[src/sv/vector_soft_threshold_shrink_assert.svh]
// assertion macros for the vector soft threshold shrink block
`ifndef VECTOR_SOFT_THRESHOLD_SHRINK_ASSERT_SVH
`define VECTOR_SOFT_THRESHOLD_SHRINK_ASSERT_SVH
// implication checked while out of reset
`define VSTS_ASSERT_IMP(lbl, ante, cons, msg) \
  lbl: assert property (@(posedge clk) disable iff (!rst_n) (ante) |-> (cons)) else $error(msg);
// next-cycle implication checked during reset too
`define VSTS_ASSERT_NEXT(lbl, ante, cons, msg) \
  lbl: assert property (@(posedge clk) (ante) |=> (cons)) else $error(msg);
`endif

[src/sv/vsts_pkg.sv]
// shared types and constants for the vector soft threshold shrink block
package vsts_pkg;
  localparam int MAX_COMPONENTS_DEF = 3;
  localparam int NUM_FIELDS = 3;
  localparam int ROOT_BITS = 32;

  typedef enum logic [1:0] {
    REG_THRESHOLD = 2'd0,
    REG_COMPONENTS_USED = 2'd1
  } reg_idx_t;

  typedef struct packed {
    logic [NUM_FIELDS-1:0][31:0] mag;
    logic [NUM_FIELDS-1:0] neg;
  } vec_t;

  typedef struct packed {
    logic [63:0] x;
    logic [32:0] rem;
    logic [31:0] root;
    vec_t v;
  } sq_t;

  typedef struct packed {
    logic [31:0] d;
    logic zeroed;
    logic [NUM_FIELDS-1:0] neg;
    logic [NUM_FIELDS-1:0][32:0] rem;
    logic [NUM_FIELDS-1:0][31:0] num;
  } dv_t;
endpackage

[src/sv/vsts_sqrt_cell.sv]
// one digit cell of the pipelined integer square root
module vsts_sqrt_cell import vsts_pkg::*; (
  input  logic clk,
  input  logic rst_n,
  input  logic en,
  input  logic vld_i,
  input  sq_t  dat_i,
  output logic vld_o,
  output sq_t  dat_o
);
  logic vld_r;
  sq_t dat_r, dat_nxt;
  logic [34:0] rem_sh, trial;

  always_comb begin
    rem_sh = {dat_i.rem, dat_i.x[63:62]};
    trial = {1'b0, dat_i.root, 2'b01};
    dat_nxt = dat_i;
    dat_nxt.x = {dat_i.x[61:0], 2'b00};
    if (rem_sh >= trial) begin
      dat_nxt.rem = 33'(rem_sh - trial);
      dat_nxt.root = {dat_i.root[30:0], 1'b1};
    end else begin
      dat_nxt.rem = rem_sh[32:0];
      dat_nxt.root = {dat_i.root[30:0], 1'b0};
    end
  end

  always_ff @(posedge clk) begin
    if (!rst_n) begin
      vld_r <= 1'b0;
    end else if (en) begin
      vld_r <= vld_i;
    end
  end

  always_ff @(posedge clk) begin
    if (en) begin
      dat_r <= dat_nxt;
    end
  end

  assign vld_o = vld_r;
  assign dat_o = dat_r;
endmodule

[config.mk]
export PLATFORM = sky130hd
export DESIGN_NAME = vsts_sqrt_cell
export DESIGN_NICKNAME = d
export VERILOG_FILES = /design/src/sv/vector_soft_threshold_shrink_assert.svh /design/src/sv/vsts_pkg.sv /design/src/sv/vsts_sqrt_cell.sv
export SDC_FILE = /design/constraint.sdc
export NUM_CORES = 1
export LEC_CHECK = 0
export BUFFER_PORTS_ARGS = -buffer_cell sky130_fd_sc_hd__buf_2
export CORE_AREA = 5 5 177 179
export CTS_CLUSTER_SIZE = 24
export DETAILED_ROUTE_END_ITERATION = 8
export DIE_AREA = 0 0 182 184
export PLACE_DENSITY_LB_ADDON = 0.25
export SLEW_MARGIN = 25
export SYNTH_ARGS = -nofsm -noshare
export SYNTH_HDL_FRONTEND = slang
export SYNTH_SLANG_ARGS = --single-unit
[constraint.sdc]
create_clock -name clk -period 4.02 [get_ports clk]
set_clock_uncertainty 0.05 [all_clocks]
set_input_delay 0.603 -clock clk [delete_from_list [all_inputs] [get_ports clk]]
set_output_delay 0.603 -clock clk [all_outputs]
set_load 0.01 [all_outputs]
==> impl_metrics.csv, run 1 <==
group,metric,value,unit
yosys,synth_cell_types,59,
yosys,synth.avg_cell_area,16.0,um2
power_and_ir_drop,power_density,474,nW/um2
yosys,syn-cell-area,9420,um2
timing,slew_headroom,48.3,%
clock_tree,cts_resized,0,
critical_path,crit_path_end,"dat_o[157]",
routing,drtIter0Drc,449,
timing,fin_setup_tns,0,ns
routing,via_per_inst,4.59,
yosys,synth.most_common_cell,"edfxtp_1",
global_routing,grt_pass1_vias,6957,
layout,drive_above_1_share,49.5,%
routing,routedWlPerCell,20.4,um
die,rows,63,
critical_path,arrival,3.65,ns
timing,tightest_slew,0.756,ns
clock_tree,clk_latency,0.52,ns
global_routing,overflow,0,
outcome,outcome,"finished clean",
placed_design,numPlacedInstances,1440,
timing,final-setup-viol-count,0,
global_routing,grt_pass1_wl,43100,um
routing,final_antenna_net_count,0,
yosys,ys_async_sr_fraction,0,%
critical_path,r2r_end,"vld_o",
die,fp.dieH,184,um
timing,report.final.slew_viol_count,0,
clock_tree,holdBufCountCts,0,
layout,postLayoutCoreUtil,44.4,%
yosys,ys_warn_count,0,
die,pin_count,461,
routing,drtPass1Iterations,5,
yosys,postSynthCellCount,590,
yosys,synth-edff-count,226,
die,start_util,32.0,%
layout,finalNetCount,1344,
critical_path,cp_max_fo,5,
critical_path,reg2reg_from,"vld_o",
global_routing,grt_antenna_before_repair,7,
die,core,29400,um2
power_and_ir_drop,ir_drop,0.301,mV
timing,rsz0062_at_grt,"no",
placed_design,port_buffers,458,
routing,vias,6814,
yosys,synth_top_area_share,72.0,%
die,die_width,182,um
clock_tree,cts_tree,"done",
clock_tree,clockBufferDepth,3,
critical_path,cp.required,4.24,ns
routing,routed_wl,30300,um
job,max_cap_viol_count,0,
power_and_ir_drop,p_leak,5.73,nW
clock_tree,cts-buffers-inserted,26,
timing,fmax,292,MHz
power_and_ir_drop,finalPower,6.18,mW
clock_tree,cts-root-buf,"clkbuf_16",
critical_path,crit_start,"dat_i[108]",
yosys,synth_top_cell_by_area,"edfxtp_1",
timing,hold_viol,0,
yosys,ys_seq_elements,227,
critical_path,r2r_cells,2,
layout,syn_to_final_growth,38.5,%
min_path,hold_path_class,"in -> reg",
yosys,ys_seq_area_share,72.3,%
placed_design,gp_congestion,0.898,
placed_design,dp_hpwl,24100,um
yosys,ys.flop_type,"edfxtp_1",
layout,stdcell_area,13000,um2
clock_tree,cts_sinks,227,
timing,period_needed,3.43,ns
layout,fin_cells,1485,
die,dieArea,33500,um2
critical_path,crit_path_start_kind,"primary input",
clock_tree,clk_pin_slew,0.06,ns
timing,period_share,85.3,%
routing,remaining_drc_errors,0,
critical_path,path_class,"in -> reg",
critical_path,cp-end-kind,"flop",
critical_path,r2r_slack,3.38,ns
yosys,ys_top_cells_by_area,"edfxtp_1, ha_1, mux2_4",
yosys,yosys-top-cells-count,"edfxtp_1, inv_1, a21oi_1",
placed_design,placed_area,12200,um2
global_routing,grt_max_degree,84,
clock_tree,cts_setup_buffers,0,
global_routing,grt_use_total,16.8,%
clock_tree,htree_levels,1,
[placed cells by master, fill, tap and decap left out, types with 3 or more instances in the layout]
cell,synthesis,final
nand4_1,3,3
a2111oi_0,3,3
nor4_1,3,3
nor2b_1,3,3
nor3_1,9,9
nand2_1,26,26
xnor2_1,18,18
a31oi_1,4,4
clkbuf_16,0,26
clkbuf_1,4,5
edfxtp_1,226,226
o21ai_0,25,25
a21o_1,11,11
mux2_4,18,18
buf_2,1,457
nor2_1,25,25
o31ai_1,5,5
or2_2,3,3
nand3_1,12,12
or3_1,5,5
ha_1,34,34
buf_4,2,9
mux2_2,4,4
bufinv_16,0,3
o211ai_1,3,3
a211oi_1,3,3
inv_1,45,45
o21a_1,9,9
a21oi_1,35,35
clkinv_1,0,4
xor2_1,7,7
and4_1,4,4
clkinv_2,0,3
[power breakdown]
group | internal, mW | switching [mW] | leakage (nW)
Clock | 1.37 | 0.909 | 0.394
Sequential | 2.86 | 0.0481 | 2.22
Combinational | 0.434 | 0.562 | 3.11
Total | 4.66 | 1.52 | 5.73
[stage by stage]
step	worst slack, ns	hold WS (ns)
after global routing	0.345	0.166
after detailed placement	0.0936	0.461
after floorplan	0.594	0.488
after CTS	0.667	0.165
after global placement	0.132	0.448
final	0.593	0.199
[final cells by class]
type	count	area [um2]
antenna	2	5.00
fill	2735	16400
inverter	46	180
timing repair buffer	469	2410
clock buffer	31	669
clock inverter	12	144
tap	390	488
multi-input combinational	308	2340
sequential	227	6810
[state kept, by name, indices dropped and copies added, names as in the netlist]
| signal | flops |
|---|---|
| vld_o | 1 |
| dat_o | 226 |
[layer usage]
| layer | share of wire [%] | track usage [%] | routed length (um) | vias to the layer above |
|---|---|---|---|---|
| li1 | - | - | - | 3243 |
| met1 | 36 | 18.9 | 11000 | 3206 |
| met2 | 51 | 30.1 | 15400 | 294 |
| met3 | 9.0 | 5.62 | 2720 | 61 |
| met4 | 3.7 | 5.67 | 1110 | 10 |
| met5 | 0.21 | 0 | 64 | - |
[worst min-delay path by stage]
stage / endpoint / startpoint / cells past startpoint
3_5_place_dp: vld_o / vld_o / 2
3_3_place_gp: vld_o / vld_o / 2
4_1_cts: dat_o[24] / dat_i[24] / 1
2_1_floorplan: vld_o / vld_o / 2
5_1_grt: dat_o[24] / dat_i[24] / 1
6_report: dat_o[224] / dat_i[222] / 1
[worst max-delay path: stages]
cell and delay (ns):
buf_2 0.10, inv_1 0.05, ha_1 0.38, inv_1 0.09, or3_1 0.45, a2111oi_0 0.69
o41ai_1 0.26, a2111oi_0 0.51, nor3_1 0.12, xnor2_1 0.14, mux2_4 0.25
[logic make-up after synthesis]
| family | share of synthesized area, % |
|---|---|
| flip-flops | 72.3 |
| AO/OA/AOI/OAI | 9.14 |
| AND/OR/NAND/NOR | 5.25 |
| buffers and inverters | 2.92 |
| adder cells (fa/ha/maj) | 4.52 |
| XOR/XNOR | 2.32 |
| multiplexers | 3.56 |
| other | 0.0398 |
Power figures use the tool's default switching activity.
==> run 2, diff against run 1 <==
--- a/config.mk
+++ b/config.mk
@@ -11,6 +11,7 @@
 export DETAILED_ROUTE_END_ITERATION = 8
 export DIE_AREA = 0 0 182 184
 export PLACE_DENSITY_LB_ADDON = 0.25
+export RECOVER_POWER = 50
 export SLEW_MARGIN = 25
 export SYNTH_ARGS = -nofsm -noshare
 export SYNTH_HDL_FRONTEND = slang
==> run 2 against run 1 <==
The run now ends with capacitance limit, slew limit left. Fmax is 1.4% lower. Register-to-register slack worse by 0.03 ns. Sequential power hardly changed.
==> impl_metrics.csv, run 2 (synthesized netlist as in run 1, its figures left out) <==
group,metric,value,unit
power_and_ir_drop,finalPower,6.17,mW
die,dieArea,33500,um2
power_and_ir_drop,p_int,4.66,mW
clock_tree,cts_tree,"done",
timing,hold_viol,0,
clock_tree,cts-buffers-inserted,26,
layout,layout_commonest_cell,"buf_2",
clock_tree,htree_levels,1,
job,max_cap_viol_count,1,
die,die_width,182,um
die,fp.dieH,184,um
critical_path,cp-end-kind,"flop",
die,pin_count,461,
power_and_ir_drop,p_sw,1.52,mW
critical_path,cp_max_fo,5,
power_and_ir_drop,power_density,475,nW/um2
clock_tree,cts_resized,0,
timing,tightest_slew,2.25,ns
global_routing,grt_use_total,16.8,%
layout,fin_cells,1485,
clock_tree,clk_latency,0.52,ns
clock_tree,clk_pin_slew,0.06,ns
layout,drive_above_1_share,47.5,%
clock_tree,holdBufCountCts,0,
timing,report.final.slew_viol_count,84,
timing,slew_headroom,-50.1,%
placed_design,port_buffers,458,
die,core,29400,um2
layout,syn_to_final_growth,37.8,%
power_and_ir_drop,p_leak,5.65,nW
layout,postLayoutCoreUtil,44.2,%
power_and_ir_drop,swShare,24.6,%
routing,remaining_drc_errors,0,
power_and_ir_drop,ir_drop,0.290,mV
clock_tree,cts-root-buf,"clkbuf_16",
timing,period_share,86.5,%
power_and_ir_drop,seq_power_share,47.1,%
global_routing,grt_antenna_before_repair,7,
placed_design,dp_hpwl,24100,um
die,start_util,32.0,%
critical_path,reg2reg_from,"vld_o",
routing,drtPass1Iterations,6,
clock_tree,cts_sinks,227,
timing,fin_setup_tns,0,ns
global_routing,overflow,0,
timing,period_needed,3.48,ns
outcome,violations,"capacitance limit, slew limit",
power_and_ir_drop,p_clk_share,36.9,%
critical_path,crit_path_start_kind,"primary input",
clock_tree,cts_setup_buffers,0,
layout,layout_common_cells,"buf_2, edfxtp_1, inv_1",
routing,drtIter0Drc,464,
routing,routed_wl,30400,um
placed_design,dp_slack,0.0936,ns
timing,fmax,288,MHz
critical_path,arrival,3.70,ns
critical_path,crit_path_end,"dat_o[161]",
placed_design,numPlacedInstances,1440,
critical_path,cp.required,4.25,ns
die,rows,63,
routing,final_antenna_net_count,0,
routing,routedWlPerCell,20.4,um
global_routing,grt_pass1_wl,43100,um
critical_path,r2r_slack,3.35,ns
placed_design,placed_area,12200,um2
layout,finalNetCount,1344,
global_routing,grt_pass1_vias,6957,
timing,rsz0062_at_grt,"no",
timing,hold_slack,0.199,ns
routing,via_per_inst,4.57,
outcome,outcome,"complete, but fails checks",
timing,setup_ws,0.543,ns
critical_path,path_class,"in -> reg",
power_and_ir_drop,power_frac_comb,16.0,%
clock_tree,clockBufferDepth,3,
placed_design,gp_congestion,0.898,
global_routing,grt_max_degree,84,
routing,vias,6784,
layout,stdcell_area,13000,um2
layout,largest_register_ffs,226,
critical_path,crit_start,"dat_i[108]",
critical_path,r2r_end,"vld_o",
timing,final-setup-viol-count,0,
min_path,hold_path_class,"in -> reg",
critical_path,r2r_cells,2,
[run 2: cell count changes in the layout (fill, tap and decap cells not counted)]
cell / previous run / this run
clkbuf_4: 0 / 2
buf_8: 1 / 0
buf_2: 457 / 435
clkbuf_1: 5 / 27
buf_12: 2 / 0
clkbuf_2: 0 / 1
[run 2: how the worst min path moves through the flow]
stage | from | to | slack, ns | depth (start not counted)
final | dat_i[222] | dat_o[224] | 0.20 | 1
after global placement | vld_o | vld_o | 0.45 | 2
after CTS | dat_i[24] | dat_o[24] | 0.16 | 1
after detailed placement | vld_o | vld_o | 0.46 | 2
after global routing | dat_i[24] | dat_o[24] | 0.17 | 1
after floorplan | vld_o | vld_o | 0.49 | 2
[run 2: area by class of cell]
type / count / area (um2)
diodes: 2 / 5.00
multi-input cells: 308 / 2340
inverters: 46 / 180
flip-flops and latches: 227 / 6810
clock inverters: 12 / 144
fillers: 2745 / 16400
repair buffers: 469 / 2350
clock buffers: 31 / 669
well taps: 390 / 488
[run 2: metal layers]
metal	routed length, um	track usage (%)	up-vias
met4	1110	5.67	10
met5	64	0	-
met2	15400	30.1	293
met1	11100	18.9	3178
met3	2670	5.62	61
li1	-	-	3242
[run 2: power groups by stage]
stage / sequential [mW] / clock [mW] / combinational, mW
6_report: 2.91 / 2.27 / 0.989
5_1_grt: 2.93 / 2.47 / 1.08
4_1_cts: 2.91 / 2.37 / 1.02
3_5_place_dp: 2.95 / 0 / 1.01
3_3_place_gp: 2.95 / 0 / 1.01
2_1_floorplan: 3.08 / 0 / 0.382
[run 2: critical path, stage by stage]
cell and delay, ns:
clkbuf_1 0.13, inv_1 0.06, ha_1 0.39, inv_1 0.09
or3_1 0.45, a2111oi_0 0.68, o41ai_1 0.26, a211oi_1 0.46
a21oi_1 0.17, xnor2_1 0.16, mux2_4 0.25
==> run 3, diff against run 2 <==
--- a/config.mk
+++ b/config.mk
@@ -6,10 +6,10 @@
 export NUM_CORES = 1
 export LEC_CHECK = 0
 export BUFFER_PORTS_ARGS = -buffer_cell sky130_fd_sc_hd__buf_2
-export CORE_AREA = 5 5 177 179
+export CORE_AREA = 5 5 175 177
 export CTS_CLUSTER_SIZE = 24
 export DETAILED_ROUTE_END_ITERATION = 8
-export DIE_AREA = 0 0 182 184
+export DIE_AREA = 0 0 180 182
 export PLACE_DENSITY_LB_ADDON = 0.25
 export RECOVER_POWER = 50
 export SLEW_MARGIN = 25
==> constraint.sdc (replaced) <==
create_clock -name clk -period 4 [get_ports clk]
set_clock_uncertainty 0.05 [all_clocks]
set_input_delay 0.6 -clock clk [delete_from_list [all_inputs] [get_ports clk]]
set_output_delay 0.6 -clock clk [all_outputs]
set_load 0.01 [all_outputs]
==> run 3 against run 2 <==
The run still ends with capacitance limit, slew limit left. Die area fell by 2.2%. Register-to-register slack got worse by 0.02 ns. Final area rose by 0.45%. Power rose by 2.5%. Combinational power rose by 1%. Global-route usage rose by 0.49 points. Hold slack got worse by 0.0024 ns. Utilization rose by 0.68 points. Flip-flop and latch count did not move. Clock power rose by 6%. Wire length rose by 0.49%. First-iteration DRC count fell by 8.8%. Critical endpoint is now dat_o[157]. Largest cell class unchanged.
==> impl_metrics.csv, run 3 (synthesized netlist as in run 1, its figures left out) <==
group,metric,value,unit
timing,period_needed,3.47,ns
timing,final-setup-viol-count,0,
power_and_ir_drop,power_frac_comb,15.8,%
die,start_util,32.4,%
clock_tree,cts_setup_buffers,0,
timing,period_share,86.7,%
placed_design,gp_congestion,0.895,
clock_tree,holdBufCountCts,0,
layout,largest_register_ffs,226,
routing,drtPass1Iterations,6,
timing,hold_viol,0,
power_and_ir_drop,seq_power_share,46.2,%
clock_tree,clockBufferDepth,3,
global_routing,grt_pass1_vias,6882,
timing,rsz0062_at_grt,"no",
clock_tree,cts_sinks,227,
power_and_ir_drop,swShare,24.9,%
critical_path,arrival,3.68,ns
power_and_ir_drop,power_density,485,nW/um2
die,dieArea,32800,um2
timing,setup_ws,0.532,ns
clock_tree,cts-buffers-inserted,26,
timing,fin_setup_tns,0,ns
layout,layout_commonest_cell,"buf_2",
power_and_ir_drop,p_clk_share,38.0,%
routing,routedWlPerCell,20.5,um
clock_tree,cts-root-buf,"clkbuf_16",
min_path,hold_path_class,"in -> reg",
layout,fin_cells,1488,
critical_path,cp.required,4.22,ns
layout,finalNetCount,1344,
routing,routed_wl,30500,um
routing,via_per_inst,4.62,
power_and_ir_drop,p_sw,1.58,mW
die,rows,63,
global_routing,grt_use_total,17.3,%
layout,postLayoutCoreUtil,44.8,%
timing,report.final.slew_viol_count,87,
layout,drive_above_1_share,48.1,%
clock_tree,cts_resized,0,
routing,remaining_drc_errors,0,
global_routing,overflow,0,
outcome,outcome,"complete, but fails checks",
layout,diodes,0,
placed_design,dp_hpwl,24300,um
die,fp.dieH,182,um
routing,drtIter0Drc,423,
placed_design,dp_slack,0.0997,ns
placed_design,numPlacedInstances,1440,
clock_tree,clk_latency,0.52,ns
job,max_cap_viol_count,1,
die,pin_count,461,
power_and_ir_drop,p_int,4.75,mW
clock_tree,htree_levels,1,
critical_path,cp_max_fo,5,
critical_path,crit_path_start_kind,"primary input",
die,die_width,180,um
critical_path,path_class,"in -> reg",
critical_path,cp-end-kind,"flop",
power_and_ir_drop,finalPower,6.32,mW
power_and_ir_drop,p_leak,5.69,nW
outcome,violations,"capacitance limit, slew limit",
power_and_ir_drop,ir_drop,0.308,mV
global_routing,grt_pass1_wl,43400,um
placed_design,port_buffers,458,
layout,syn_to_final_growth,38.4,%
timing,slew_headroom,-52.6,%
timing,tightest_slew,2.29,ns
timing,fmax,288,MHz
clock_tree,cts_tree,"done",
routing,final_antenna_net_count,0,
layout,fillerInstances,2737,
routing,vias,6876,
global_routing,grt_max_degree,87,
clock_tree,clk_pin_slew,0.06,ns
global_routing,grt_antenna_before_repair,5,
die,core,29100,um2
layout,layout_common_cells,"buf_2, edfxtp_1, inv_1",
-- run 3: changes by cell type in the layout (fill, tap and decap cells not counted), moves of 2 or more --
cell        previous run  this run
clkinv_4               0         2
clkbuf_1              27        22
clkinvlp_4             1         3
diode_2                2         0
buf_2                435       437
-- run 3: through the flow --
step / instance area, um2 / hold slack, ns
global placement: 12200 / 0.445
CTS: 13100 / 0.170
detailed placement: 12200 / 0.496
finish: 13000 / 0.197
floorplan: 9420 / 0.488
global route: 13000 / 0.169
-- run 3: layout make-up --
cell class,count,area [um2],area share [%]
sequential,227,6810,52.2
multi-input combinational,308,2340,18.0
clock inverter,18,178,1.36
clock buffer,30,697,5.34
timing repair buffer,469,2350,18.0
tap,390,488,3.74
inverter,46,180,1.38
-- run 3: worst paths after layout --
| check | start | to | slack, ns | cells after the start |
|---|---|---|---|---|
| worst max register to register | vld_o | vld_o | 3.33 | 2 |
| worst max-delay path | dat_i[108] | dat_o[157] | 0.53 | 11 |
| worst min register to register | vld_o | vld_o | 0.51 | 2 |
| worst min-delay path | dat_i[42] | dat_o[42] | 0.20 | 1 |
-- run 3: power by group through the flow --
| stage | clock (mW) | sequential [mW] | combinational (mW) |
|---|---|---|---|
| after detailed placement | 0 | 2.97 | 1.02 |
| after global routing | 2.58 | 2.94 | 1.08 |
| after CTS | 2.48 | 2.92 | 1.03 |
| after global placement | 0 | 2.97 | 1.01 |
| after floorplan | 0 | 3.09 | 0.384 |
| final | 2.40 | 2.92 | 0.999 |
-- run 3: worst max-delay path: stages --
cell,delay (ns)
clkbuf_1,0.12
inv_1,0.06
ha_1,0.39
inv_1,0.09
or3_1,0.45
a2111oi_0,0.63
o41ai_1,0.27
a2111oi_0,0.51
nor3_1,0.13
xnor2_1,0.16
mux2_4,0.26
-- run 3: routing by layer --
layer / up-vias / part of all wire (%) / track usage [%]
met4: 10 / 2.2 / 4.18
met5: - / 0.19 / 0
met3: 53 / 9.2 / 6.11
met2: 306 / 51 / 31.1
li1: 3245 / - / -
met1: 3262 / 37 / 19.9
